<file path="config.mk">
export PLATFORM = sky130hd
export DESIGN_NAME = sliding_window_receiver_core_flat
export DESIGN_NICKNAME = d
export VERILOG_FILES = /design/src/rtl/swr_pkg.sv /design/src/rtl/swr_if.sv /design/src/rtl/sliding_window_receiver_core.sv /design/src/flat_wrapper.sv
export SDC_FILE = /design/constraint.sdc
export NUM_CORES = 1
export LEC_CHECK = 0
export ABC_AREA = 1
export BUFFER_PORTS_ARGS = -buffer_cell sky130_fd_sc_hd__buf_2
export CAP_MARGIN = 20
export CORE_UTILIZATION = 35
export DETAILED_ROUTE_END_ITERATION = 7
export SYNTH_ARGS = -nofsm -noshare
export SYNTH_HDL_FRONTEND = slang
export SYNTH_SLANG_ARGS = --single-unit
</file>
<file path="constraint.sdc">
create_clock -name clock -period 3.3 [get_ports clock]
set_input_delay 0.33 -clock clock [delete_from_list [all_inputs] [get_ports clock]]
set_output_delay 0.33 -clock clock [all_outputs]
set_load 0.05 [all_outputs]
</file>
<file path="src/rtl/swr_pkg.sv">
`timescale 1ns / 1ps

package swr_pkg;

   localparam int SEQ_W                = 31;
   localparam int REL_W                = 5;
   localparam int WS_W                 = 5;
   localparam int DIV_CNT_W            = $clog2(SEQ_W);
   localparam int DEFAULT_BUFFER_SLOTS = 16;

   localparam logic [WS_W-1:0] WS_RESET = WS_W'(4);

   typedef enum logic [4:0] {
      ST_IDLE    = 5'b00001,
      ST_DIVIDE  = 5'b00010,
      ST_CHECK   = 5'b00100,
      ST_SCAN    = 5'b01000,
      ST_RESPOND = 5'b10000
   } state_type;

endpackage

</file>
<file path="src/rtl/swr_if.sv">
`timescale 1ns / 1ps

interface swr_req_if;
   import swr_pkg::*;

   logic             valid;
   logic             ready;
   logic             frame_present;
   logic             checksum_good;
   logic [SEQ_W-1:0] seq_number;

   modport source (output valid, output frame_present, output checksum_good,
                   output seq_number, input ready);
   modport sink   (input valid, input frame_present, input checksum_good,
                   input seq_number, output ready);
endinterface

interface swr_rsp_if;
   import swr_pkg::*;

   logic             valid;
   logic             ready;
   logic             ack_valid;
   logic [SEQ_W-1:0] ack_next_seq;
   logic [REL_W-1:0] release_count;
   logic             stream_done;

   modport source (output valid, output ack_valid, output ack_next_seq,
                   output release_count, output stream_done, input ready);
   modport sink   (input valid, input ack_valid, input ack_next_seq,
                   input release_count, input stream_done, output ready);
endinterface

interface swr_csr_if;
   import swr_pkg::*;

   logic            valid;
   logic            ready;
   logic [WS_W-1:0] window_size;

   modport source (output valid, output window_size, input ready);
   modport sink   (input valid, input window_size, output ready);
endinterface

</file>
<file path="src/rtl/sliding_window_receiver_core.sv">
`timescale 1ns / 1ps

// Receiver side of a sliding-window protocol. Each req item is one frame header; each
// produces exactly one rsp item carrying the acknowledgement, the number of slots released
// and the end-of-stream flag. The window size register (csr) may be written at any time the
// block holds no item. An accepted frame passes through the check and then the bitmap scan,
// which advances the in-order edge one slot per cycle, before its result is offered; a frame
// that is not accepted goes from the check straight to the response. When BUFFER_SLOTS is not
// a power of two the sequence number is first reduced to a slot, one byte per cycle through
// constant remainder tables. An end-of-stream item goes straight to the response. No new
// item is taken until the previous one has reached the output register, which holds its
// result until the sink takes it.
module sliding_window_receiver_core #(
   parameter int BUFFER_SLOTS = swr_pkg::DEFAULT_BUFFER_SLOTS
) (
   input logic       clock,
   input logic       reset,
   swr_req_if.sink   req_ch,
   swr_rsp_if.source rsp_ch,
   swr_csr_if.sink   csr_ch
);
   import swr_pkg::*;

   localparam int SLOT_W = $clog2(BUFFER_SLOTS);
   localparam int CNT_W  = $clog2(BUFFER_SLOTS + 1);
   localparam int SUM_W  = ((CNT_W > WS_W) ? CNT_W : WS_W) + 1;
   localparam bit IS_POW2 = ((BUFFER_SLOTS & (BUFFER_SLOTS - 1)) == 0);
   localparam int DIG_W  = 8;
   localparam int DIGITS = (SEQ_W + DIG_W - 1) / DIG_W;
   localparam int NUM_W  = DIGITS * DIG_W;

   localparam logic [CNT_W-1:0]     SLOTS_CNT  = CNT_W'(BUFFER_SLOTS);
   localparam logic [CNT_W:0]       SLOTS_TRY  = (CNT_W + 1)'(BUFFER_SLOTS);
   localparam logic [SUM_W-1:0]     SLOTS_SUM  = SUM_W'(BUFFER_SLOTS);
   localparam logic [REL_W-1:0]     SLOTS_REL  = REL_W'(BUFFER_SLOTS);
   localparam logic [DIV_CNT_W-1:0] DIV_LAST   = DIV_CNT_W'(DIGITS - 1);

   state_type                state_ff, state_in;
   logic [WS_W-1:0]          ws_ff, ws_in;
   logic [CNT_W-1:0]         ioc_ff, ioc_in;
   logic [BUFFER_SLOTS-1:0]  bitmap_ff, bitmap_in;
   logic                     rsp_valid_ff, rsp_valid_in;
   logic [DIV_CNT_W-1:0]     cnt_ff, cnt_in;

   logic                     good_ff, good_in;
   logic [SEQ_W-1:0]         seq_ff, seq_in;
   logic [NUM_W-1:0]         div_ff, div_in;
   logic [CNT_W-1:0]         rem_ff, rem_in;
   logic [SEQ_W-1:0]         base_ff, base_in;
   logic                     res_ack_ff, res_ack_in;
   logic [SEQ_W-1:0]         res_seq_ff, res_seq_in;
   logic [REL_W-1:0]         res_rel_ff, res_rel_in;
   logic                     res_done_ff, res_done_in;
   logic                     out_ack_ff, out_ack_in;
   logic [SEQ_W-1:0]         out_seq_ff, out_seq_in;
   logic [REL_W-1:0]         out_rel_ff, out_rel_in;
   logic                     out_done_ff, out_done_in;

   logic [CNT_W-1:0]         hi_tbl [BUFFER_SLOTS];
   logic [CNT_W-1:0]         lo_tbl [1 << DIG_W];

   logic [SUM_W-1:0]         win_sum;
   logic [CNT_W-1:0]         window_end;
   logic [DIG_W-1:0]         digit;
   logic [CNT_W:0]           part_sum;
   logic                     edge_hit;
   logic                     req_take;

   assign req_ch.ready         = (state_ff == ST_IDLE);
   assign csr_ch.ready         = 1'b1;
   assign rsp_ch.valid         = rsp_valid_ff;
   assign rsp_ch.ack_valid     = out_ack_ff;
   assign rsp_ch.ack_next_seq  = out_seq_ff;
   assign rsp_ch.release_count = out_rel_ff;
   assign rsp_ch.stream_done   = out_done_ff;

   always_comb begin
      for (int i = 0; i < BUFFER_SLOTS; i++) begin
         hi_tbl[i] = CNT_W'((i << DIG_W) % BUFFER_SLOTS);
      end
      for (int i = 0; i < (1 << DIG_W); i++) begin
         lo_tbl[i] = CNT_W'(i % BUFFER_SLOTS);
      end
   end

   assign req_take   = req_ch.valid && (state_ff == ST_IDLE);
   assign win_sum    = SUM_W'(ioc_ff) + SUM_W'(ws_ff);
   assign window_end = (win_sum > SLOTS_SUM) ? SLOTS_CNT : win_sum[CNT_W-1:0];
   assign digit      = div_ff[NUM_W-1 -: DIG_W];
   assign part_sum   = {1'b0, hi_tbl[rem_ff[SLOT_W-1:0]]} + {1'b0, lo_tbl[digit]};
   assign edge_hit   = (ioc_ff < SLOTS_CNT) && bitmap_ff[ioc_ff[SLOT_W-1:0]];

   always_comb begin
      state_in     = state_ff;
      ws_in        = (csr_ch.valid) ? csr_ch.window_size : ws_ff;
      ioc_in       = ioc_ff;
      bitmap_in    = bitmap_ff;
      rsp_valid_in = rsp_valid_ff && !rsp_ch.ready;
      cnt_in       = cnt_ff;
      good_in      = good_ff;
      seq_in       = seq_ff;
      div_in       = div_ff;
      rem_in       = rem_ff;
      base_in      = base_ff;
      res_ack_in   = res_ack_ff;
      res_seq_in   = res_seq_ff;
      res_rel_in   = res_rel_ff;
      res_done_in  = res_done_ff;
      out_ack_in   = out_ack_ff;
      out_seq_in   = out_seq_ff;
      out_rel_in   = out_rel_ff;
      out_done_in  = out_done_ff;

      case (state_ff)
         ST_IDLE: begin
            if (req_take) begin
               good_in = req_ch.checksum_good;
               seq_in  = req_ch.seq_number;
               div_in  = NUM_W'(req_ch.seq_number);
               rem_in  = '0;
               cnt_in  = '0;
               if (!req_ch.frame_present) begin
                  res_ack_in  = 1'b0;
                  res_seq_in  = '0;
                  res_rel_in  = REL_W'(ioc_ff);
                  res_done_in = 1'b1;
                  bitmap_in   = '0;
                  ioc_in      = '0;
                  state_in    = ST_RESPOND;
               end else if (IS_POW2) begin
                  rem_in   = CNT_W'(req_ch.seq_number[SLOT_W-1:0]);
                  state_in = ST_CHECK;
               end else begin
                  state_in = ST_DIVIDE;
               end
            end
         end
         ST_DIVIDE: begin
            if (part_sum >= SLOTS_TRY) begin
               rem_in = CNT_W'(part_sum - SLOTS_TRY);
            end else begin
               rem_in = part_sum[CNT_W-1:0];
            end
            div_in = div_ff << DIG_W;
            cnt_in = cnt_ff + DIV_CNT_W'(1);
            if (cnt_ff == DIV_LAST) begin
               state_in = ST_CHECK;
            end
         end
         ST_CHECK: begin
            base_in = seq_ff - SEQ_W'(rem_ff);
            if (good_ff && (rem_ff >= ioc_ff) && (rem_ff < window_end)) begin
               bitmap_in[rem_ff[SLOT_W-1:0]] = 1'b1;
               state_in = ST_SCAN;
            end else begin
               res_ack_in  = 1'b0;
               res_seq_in  = '0;
               res_rel_in  = '0;
               res_done_in = 1'b0;
               state_in    = ST_RESPOND;
            end
         end
         ST_SCAN: begin
            if (edge_hit) begin
               ioc_in = ioc_ff + CNT_W'(1);
            end else begin
               res_ack_in  = 1'b1;
               res_seq_in  = base_ff + SEQ_W'(ioc_ff);
               res_done_in = 1'b0;
               if (ioc_ff == SLOTS_CNT) begin
                  res_rel_in = SLOTS_REL;
                  bitmap_in  = '0;
                  ioc_in     = '0;
               end else begin
                  res_rel_in = '0;
               end
               state_in = ST_RESPOND;
            end
         end
         ST_RESPOND: begin
            if (!rsp_valid_ff || rsp_ch.ready) begin
               out_ack_in   = res_ack_ff;
               out_seq_in   = res_seq_ff;
               out_rel_in   = res_rel_ff;
               out_done_in  = res_done_ff;
               rsp_valid_in = 1'b1;
               state_in     = ST_IDLE;
            end
         end
         default: begin
            state_in = ST_IDLE;
         end
      endcase
   end

   always_ff @(posedge clock) begin
      if (reset) begin
         state_ff     <= ST_IDLE;
         ws_ff        <= WS_RESET;
         ioc_ff       <= '0;
         bitmap_ff    <= '0;
         rsp_valid_ff <= 1'b0;
         cnt_ff       <= '0;
      end else begin
         state_ff     <= state_in;
         ws_ff        <= ws_in;
         ioc_ff       <= ioc_in;
         bitmap_ff    <= bitmap_in;
         rsp_valid_ff <= rsp_valid_in;
         cnt_ff       <= cnt_in;
      end
   end

   always_ff @(posedge clock) begin
      good_ff     <= good_in;
      seq_ff      <= seq_in;
      div_ff      <= div_in;
      rem_ff      <= rem_in;
      base_ff     <= base_in;
      res_ack_ff  <= res_ack_in;
      res_seq_ff  <= res_seq_in;
      res_rel_ff  <= res_rel_in;
      res_done_ff <= res_done_in;
      out_ack_ff  <= out_ack_in;
      out_seq_ff  <= out_seq_in;
      out_rel_ff  <= out_rel_in;
      out_done_ff <= out_done_in;
   end

`ifndef SYNTH
   a_edge_in_range: assert property (@(posedge clock) disable iff (reset)
      ioc_ff <= SLOTS_CNT)
      else $error("in-order edge beyond buffer");

   a_done_no_ack: assert property (@(posedge clock) disable iff (reset)
      rsp_valid_ff && out_done_ff |-> !out_ack_ff)
      else $error("end of stream item carries an acknowledgement");

   a_take_leaves_idle: assert property (@(posedge clock) disable iff (reset)
      req_ch.valid && req_ch.ready |=> state_ff != ST_IDLE)
      else $error("sequencer stayed idle after taking an item");

   a_full_clears: assert property (@(posedge clock) disable iff (reset)
      state_ff == ST_SCAN && !edge_hit && ioc_ff == SLOTS_CNT
      |=> ioc_ff == '0 && bitmap_ff == '0)
      else $error("full buffer not released");
`endif

endmodule
</file>
<file path="src/flat_wrapper.sv">
// flat-port wrapper written by rule: the top's interface ports become plain ports
module sliding_window_receiver_core_flat import swr_pkg::*;
#(
   parameter int BUFFER_SLOTS = swr_pkg::DEFAULT_BUFFER_SLOTS
)
  (clock, reset, req_ch_valid, req_ch_frame_present, req_ch_checksum_good, req_ch_seq_number, req_ch_ready, rsp_ch_valid, rsp_ch_ack_valid, rsp_ch_ack_next_seq, rsp_ch_release_count, rsp_ch_stream_done, rsp_ch_ready, csr_ch_valid, csr_ch_window_size, csr_ch_ready);
  swr_req_if req_ch_i ();
  swr_rsp_if rsp_ch_i ();
  swr_csr_if csr_ch_i ();
  input logic clock;
  input logic reset;
  input wire logic [$bits(req_ch_i.valid)-1:0] req_ch_valid;
  input wire logic [$bits(req_ch_i.frame_present)-1:0] req_ch_frame_present;
  input wire logic [$bits(req_ch_i.checksum_good)-1:0] req_ch_checksum_good;
  input wire logic [$bits(req_ch_i.seq_number)-1:0] req_ch_seq_number;
  output wire logic [$bits(req_ch_i.ready)-1:0] req_ch_ready;
  output wire logic [$bits(rsp_ch_i.valid)-1:0] rsp_ch_valid;
  output wire logic [$bits(rsp_ch_i.ack_valid)-1:0] rsp_ch_ack_valid;
  output wire logic [$bits(rsp_ch_i.ack_next_seq)-1:0] rsp_ch_ack_next_seq;
  output wire logic [$bits(rsp_ch_i.release_count)-1:0] rsp_ch_release_count;
  output wire logic [$bits(rsp_ch_i.stream_done)-1:0] rsp_ch_stream_done;
  input wire logic [$bits(rsp_ch_i.ready)-1:0] rsp_ch_ready;
  input wire logic [$bits(csr_ch_i.valid)-1:0] csr_ch_valid;
  input wire logic [$bits(csr_ch_i.window_size)-1:0] csr_ch_window_size;
  output wire logic [$bits(csr_ch_i.ready)-1:0] csr_ch_ready;
  assign req_ch_i.valid = req_ch_valid;
  assign req_ch_i.frame_present = req_ch_frame_present;
  assign req_ch_i.checksum_good = req_ch_checksum_good;
  assign req_ch_i.seq_number = req_ch_seq_number;
  assign req_ch_ready = req_ch_i.ready;
  assign rsp_ch_valid = rsp_ch_i.valid;
  assign rsp_ch_ack_valid = rsp_ch_i.ack_valid;
  assign rsp_ch_ack_next_seq = rsp_ch_i.ack_next_seq;
  assign rsp_ch_release_count = rsp_ch_i.release_count;
  assign rsp_ch_stream_done = rsp_ch_i.stream_done;
  assign rsp_ch_i.ready = rsp_ch_ready;
  assign csr_ch_i.valid = csr_ch_valid;
  assign csr_ch_i.window_size = csr_ch_window_size;
  assign csr_ch_ready = csr_ch_i.ready;
  sliding_window_receiver_core #(.BUFFER_SLOTS(BUFFER_SLOTS)) u_core (.clock(clock), .reset(reset), .req_ch(req_ch_i), .rsp_ch(rsp_ch_i), .csr_ch(csr_ch_i));
endmodule
</file>
==> results of run 1 <==
==> kinds of logic (layout without fill, tap and decap cells) <==
kind of cell / count (synthesis) / after routing / synth area share, %
adder cells (fa/ha/maj): 25 / 25 / 4.000
flip-flops: 174 / 174 / 58.63
other: 1 / 1 / 0.04473
AO/OA/AOI/OAI: 78 / 78 / 5.015
XOR/XNOR: 36 / 36 / 3.761
AND/OR/NAND/NOR: 423 / 423 / 22.28
buffers and inverters: 131 / 246 / 6.268
==> Yosys cell counts, drive strengths merged <==
library cell    n
a21o            1
o31ai           1
edfxtp        143
a21oi          41
xor2           22
nand4          16
xnor2          14
ha             22
buf             8
fa              3
clkbuf          6
nand3          46
or2             9
a21boi          1
inv           115
o21ai          29
nor4           12
conb            1
a31o            1
nand3b          6
dfxtp          31
nor2          108
clkinv          2
nor3           24
o22ai           2
o21a            2
nand2         202
==> power groups by stage <==
| stage | sequential, W | clock [W] | combinational (W) |
|---|---|---|---|
| 2_1_floorplan | 0.00278 | 0 | 0.000502 |
| 3_3_place_gp | 0.00276 | 0 | 0.000707 |
| 3_5_place_dp | 0.00277 | 0 | 0.000718 |
| 4_1_cts | 0.00272 | 0.00206 | 0.000720 |
| 5_1_grt | 0.00274 | 0.00215 | 0.000829 |
| 6_report | 0.00272 | 0.00201 | 0.000728 |
==> metal layers <==
layer	wire, um	track usage, %	part of all wire, %	vias up
met2	7118	21.63	43	126
met5	0	0	0	-
met3	706	2.769	4.2	20
met4	307	5.509	1.8	0
li1	-	-	-	3086
met1	8529	19.77	51	2655
==> through the flow <==
| stage | power (W) | worst slack (ns) | std cells | util, % |
|---|---|---|---|---|
| 2_1_floorplan | 0.003286 | 0.003069 | 868 | - |
| 6_report | 0.005459 | 0.2330 | 1302 | 42.29 |
| 3_5_place_dp | 0.003483 | 0.1664 | 1267 | 39.51 |
| 4_1_cts | 0.005500 | 0.1570 | 1299 | 42.06 |
| 5_1_grt | 0.005715 | -0.01472 | 1302 | 42.29 |
| 3_3_place_gp | 0.003468 | 0.2073 | 1267 | 39.51 |
==> state kept, by name (all words and copies together) (netlist names) <==
register and cells:
u_core.rsp_ch.ack_next_seq 31, u_core.res_done_ff 1, u_core.rem_ff 4, u_core.res_rel_ff 5, u_core.rsp_ch.valid 1, u_core.rsp_ch.release_count 5, u_core.seq_ff 31, u_core.ioc_ff 5
u_core.ws_ff 5, u_core.rsp_ch.ack_valid 1, u_core.good_ff 1, u_core.bitmap_ff 16, u_core.base_ff 31, u_core.res_seq_ff 31, u_core.res_ack_ff 1, u_core.state_ff 4
u_core.rsp_ch.stream_done 1
==> what timing repair did <==
action / in CTS / in global routing
gates resized for setup: 0 / 2
setup buffers: 0 / 2
endpoints found under the setup margin: 0 / 40
==> layout make-up <==
class	count	area (um2)
timing repair buffer	97	565.5
tap	319	399.1
clock buffer	20	436.7
multi-input combinational	563	2998
clock inverter	12	160.2
fill	2245	13550
sequential	174	4923
inverter	117	442.9
==> how the worst min path moves through the flow <==
stage,start,to,slack [ns],depth (start not counted)
finish,req_ch_seq_number[24],u_core.seq_ff[24]$_DFFE_PP_,0.08,1
global route,req_ch_seq_number[24],u_core.seq_ff[24]$_DFFE_PP_,0.05,1
CTS,req_ch_seq_number[24],u_core.seq_ff[24]$_DFFE_PP_,0.06,1
detailed placement,u_core.res_seq_ff[14]$_SDFFCE_PN0P_,u_core.rsp_ch.ack_next_seq[14]$_DFFE_PP_,0.40,0
global placement,u_core.res_seq_ff[2]$_SDFFCE_PN0P_,u_core.rsp_ch.ack_next_seq[2]$_DFFE_PP_,0.40,0
floorplan,u_core.res_seq_ff[0]$_SDFFCE_PN0P_,u_core.rsp_ch.ack_next_seq[0]$_DFFE_PP_,0.40,0
==> results.json, run 1 <==
{
  "syn2layout_area_growth_pct": 18.40,
  "ctsRootBufferMaster": "clkbuf_16",
  "fp.dieArea_um2": 24570,
  "status": "completed",
  "grt_pass1_vias": 5539,
  "power.internal_w": 0.004066,
  "cp.depth": 22,
  "rsz0062_at_grt": "yes",
  "powerDensity_nw_per_um2": 550.0,
  "nets": 1038,
  "drtPass1Iterations": 5,
  "cts.sink_count": 174,
  "synthesis.nets": 936,
  "r2r_cells": 22,
  "postRouteAntennaNets": 0,
  "drv_slew": 0,
  "final_cell_mix": "199 x nand2_1, 143 x edfxtp_1, 111 x inv_1, 99 x nor2_1, 82 x buf_2",
  "p_leak_nw": 4.025,
  "place_area_um2": 9275,
  "max_stage_delay_ns": 0.39,
  "place_congestion": 0.8911,
  "rr_endpoint": "u_core.res_rel_ff[3]$_DFFE_PP_",
  "cpMostUsedCell": "nand2_1",
  "viasPerCell": 4.522,
  "synth_seq_area_share_pct": 58.63,
  "fmax_mhz": 326.1,
  "maxCapViolCount": 0,
  "critical_path_required_ns": 3.48,
  "startpoint": "u_core.ioc_ff[0]$_SDFFE_PP0P_",
  "n_antenna_cell": 0,
  "start_kind": "flop",
  "core_area_um2": 23470,
  "antenna_found_initial": 0,
  "switching_share_pct": 25.52,
  "finalHoldViolations": 0,
  "post_drt_wl_per_cell_um": 12.80,
  "cp_max_fo": 19,
  "worst_pin_slew_ns": 0.7666,
  "htreeDepth": 4,
  "synth-seq-cells": 174,
  "cp_slowest_cell": "fa_1",
  "drive_gt1_share_pct": 16.68,
  "final_common_cell": "nand2_1",
  "syn_inst": 868,
  "grt_max_degree": 49,
  "grt_overflow_total": 0,
  "peakVddDrop_mv": 0.2539,
  "die_w_um": 156.8,
  "synth.cell_area_um2": 8383,
  "grt_first_pass_wirelength_mm": 26.93,
  "cts_tree": "done",
  "ys_warn_count": 0,
  "synth_top_cell_area_share_pct": 51.22,
  "power.switching_w": 0.001393,
  "finalWirelength_mm": 16.66,
  "cts.clk_slew.worst_paths_ns": 0.07,
  "synth.distinct_cells": 41,
  "worstSetupPathType": "flop to flop",
  "min_period_over_period_pct": 92.94,
  "hp-class": "input port to flop",
  "finalSetupTns_ns": 0,
  "die_h_um": 156.8,
  "clk_path_buf_depth": 2,
  "clock_latency_ns": 0.42,
  "path_delay_family": "simple AND/OR/NAND/NOR gates",
  "slew_headroom_pct": 48.84,
  "synth_largest_area_cell": "edfxtp_1",
  "postCtsHoldBufs": 0,
  "endpoint": "u_core.res_rel_ff[3]$_DFFE_PP_",
  "critPathBufInv": 3,
  "drtIter0Drc": 381,
  "drc": 0,
  "period_needed_ns": 3.067,
  "finalSetupViolations": 0,
  "path_cells": "ha_4, inv_1, fa_1, xnor2_1, nor3_1, nand2_1, a21oi_2, nand2_1, ha_1, nand2_1, nand2_1, nand2_1, nand2_1, nand2_1, nand2_1, nand2_1, nand2_1, nand2_1, nand3_1, nand2_2, clkinvlp_4, clkbuf_16",
  "end_kind": "flop",
  "grtUsageTotal_pct": 14.18,
  "post_synth.cell_area_avg_um2": 9.658,
  "numCtsBuffers": 17,
  "pin_count": 84,
  "dr_total_vias": 5887,
  "sequentialPowerShare_pct": 49.8,
  "final_area_um2": 9926,
  "hpwlAfterDp_mm": 12.47,
  "pwr-share-clk_pct": 36.9,
  "finalClockSkew_ns": 0.007938,
  "reg2reg_from": "u_core.ioc_ff[0]$_SDFFE_PP0P_",
  "start_util_pct": 35.71,
  "hold_ws_ns": 0.07527,
  "num_rows": 56,
  "numPortBuffers": 82,
  "power_frac_comb_pct": 13.3,
  "yosys-top-cells-area": "edfxtp_1 51%, nand2_1 9.0%, dfxtp_1 7.4%",
  "r2r_slack_ns": 0.23,
  "worst_ep_arrival_time_ns": 3.24
}
Power figures use the tool's default switching activity.
==> run 2: changes to the inputs <==
Settings changed: BUFFER_PORTS_ARGS -buffer_cell sky130_fd_sc_hd__buf_2 to default, DONT_BUFFER_PORTS from default to 1.
==> run 2 against run 1 <==
  * Power is 0.30% lower
  * Global-route usage about the same
  * Register-to-register slack got worse by 0.06 ns
  * Combinational power is 4.0% lower
==> results.json, run 2 (synthesis gave the netlist of run 1 again) <==
{
  "hp-start": "csr_ch_valid",
  "final_common_cell": "nand2_1",
  "end_kind": "flop",
  "grt_max_degree": 49,
  "p_leak_nw": 3.861,
  "pin_count": 84,
  "core_area_um2": 23470,
  "n_antenna_cell": 0,
  "finalWirelength_mm": 16.90,
  "drtPass1Iterations": 4,
  "die_h_um": 156.8,
  "hold_ws_ns": 0.04210,
  "finalSetupViolations": 0,
  "dp_cells": 1185,
  "fp.dieArea_um2": 24570,
  "period_needed_ns": 3.131,
  "worstSetupPathType": "flop to flop",
  "fill_cells": 2268,
  "drive_gt1_share_pct": 10.23,
  "finalSetupTns_ns": 0,
  "grt_first_pass_wirelength_mm": 26.95,
  "worst_ep_arrival_time_ns": 3.31,
  "numPortBuffers": 0,
  "finalClockSkew_ns": 0.01117,
  "critical_path_required_ns": 3.48,
  "final_cell_mix": "198 x nand2_1, 143 x edfxtp_1, 109 x inv_1, 99 x nor2_1, 43 x nand3_1",
  "drc": 0,
  "num_rows": 56,
  "place_area_um2": 8865,
  "start_util_pct": 35.71,
  "reg2reg_from": "u_core.ioc_ff[0]$_SDFFE_PP0P_",
  "rr_endpoint": "u_core.res_rel_ff[0]$_DFFE_PP_",
  "r2r_slack_ns": 0.17,
  "clk_path_buf_depth": 2,
  "start_kind": "flop",
  "drtIter0Drc": 365,
  "min_path_cells": 2,
  "hp-class": "input port to flop",
  "drv_slew": 0,
  "numCtsBuffers": 17,
  "place_congestion": 0.8872,
  "clock_latency_ns": 0.42,
  "syn2layout_area_growth_pct": 18.27,
  "fmax_mhz": 319.4,
  "min_period_over_period_pct": 94.89,
  "slew_headroom_pct": 52.29,
  "rsz0062_at_grt": "yes",
  "startpoint": "u_core.ioc_ff[0]$_SDFFE_PP0P_",
  "grt_overflow_total": 0,
  "postRouteAntennaNets": 0,
  "hold-path-endpoint": "u_core.ws_ff[2]$_SDFFE_PP1P_",
  "finalHoldViolations": 0,
  "htreeDepth": 4,
  "viasPerCell": 4.601,
  "nets": 993,
  "cts.clk_slew.worst_paths_ns": 0.07,
  "final_area_um2": 9915,
  "power_w": 0.005443,
  "dr_total_vias": 5783,
  "ctsRootBufferMaster": "clkbuf_16",
  "cp_max_fo": 10,
  "grtUsageTotal_pct": 14.22,
  "cts_tree": "done",
  "die_w_um": 156.8,
  "worst_pin_slew_ns": 0.7149,
  "peakVddDrop_mv": 0.3837,
  "hpwlAfterDp_mm": 12.45,
  "grt_pass1_vias": 5348,
  "powerDensity_nw_per_um2": 549.0,
  "post_drt_wl_per_cell_um": 13.44,
  "antenna_found_initial": 0,
  "fin_cells": 1257,
  "status": "completed",
  "r2r_cells": 22,
  "cts.sink_count": 174,
  "maxCapViolCount": 0
}
==> run 2: changes by cell type in the layout (fill, tap and decap cells not counted), sizes merged <==
cell | before | now
buf | 96 | 16
dlygate4sd3 | 0 | 33
clkinvlp | 1 | 5
clkinv | 8 | 5
inv | 117 | 119
bufinv | 3 | 2
==> run 2: worst max path at each step <==
stage,to,slack (ns),depth (start not counted)
after global routing,u_core.res_seq_ff[28]$_SDFFCE_PN0P_,-0.09,22
after floorplan,u_core.res_ack_ff$_DFFE_PP_,0.003,20
final,u_core.res_rel_ff[0]$_DFFE_PP_,0.17,22
after detailed placement,u_core.res_seq_ff[28]$_SDFFCE_PN0P_,0.16,21
after CTS,u_core.res_seq_ff[28]$_SDFFCE_PN0P_,0.13,21
after global placement,u_core.res_seq_ff[28]$_SDFFCE_PN0P_,0.21,21
==> run 2: what timing repair did <==
item / in CTS / in global routing
hold buffers: 33 / 0
buffers inserted: 0 / 4
hold endpoints to repair: 41 / 0
endpoints found under the setup margin: 0 / 54
gates resized for setup: 0 / 12
==> run 2: layout make-up <==
cell class	count	area, um2	share of cell area, %
flip-flops and latches	174	4925	49.67
multi-input cells	563	3020	30.46
repair buffers	52	538.0	5.427
inverters	117	442.9	4.467
clock buffers	18	429.2	4.329
well taps	319	399.1	4.026
clock inverters	14	160.2	1.615
==> run 2: report_power, final <==
group	total (W)	internal [W]	switching, W
clock	0.00198	0.00113	0.000844
combinational	0.000699	0.000270	0.000429
sequential	0.00277	0.00262	0.000150
==> run 2: metrics by stage <==
step                setup slack, ns  utilization (%)
global route               -0.08951            42.24
detailed placement           0.1568            37.77
floorplan                  0.003069                -
finish                       0.1687            42.24
CTS                          0.1280            41.68
global placement             0.2093            37.77
==> run 2: metal layers <==
| metal | global-route usage (%) | share of wire (%) | vias to the layer above |
|---|---|---|---|
| met4 | 5.322 | 1.2 | 0 |
| met2 | 21.19 | 45 | 111 |
| met5 | 0 | 0 | - |
| met1 | 19.92 | 50 | 2653 |
| li1 | - | - | 3006 |
| met3 | 3.379 | 4.7 | 13 |
==> run 2: worst max-delay path: stages, from the launching register on <==
cell and delay, ns:
dfxtp_4 0.36, ha_4 0.13, inv_2 0.03, fa_2 0.51, inv_2 0.04, nor3_2 0.14
nand2_1 0.08, a21oi_2 0.17, nand2_1 0.07, ha_1 0.26, nand2_1 0.07, nand2_1 0.04
nand2_1 0.05, nand2_1 0.05, nand2_1 0.05, nand2_1 0.04, nand2_1 0.06, nand2_1 0.06
nand2_2 0.07, nand3_2 0.06, nand2_2 0.09, clkinvlp_4 0.20, clkbuf_16 0.23
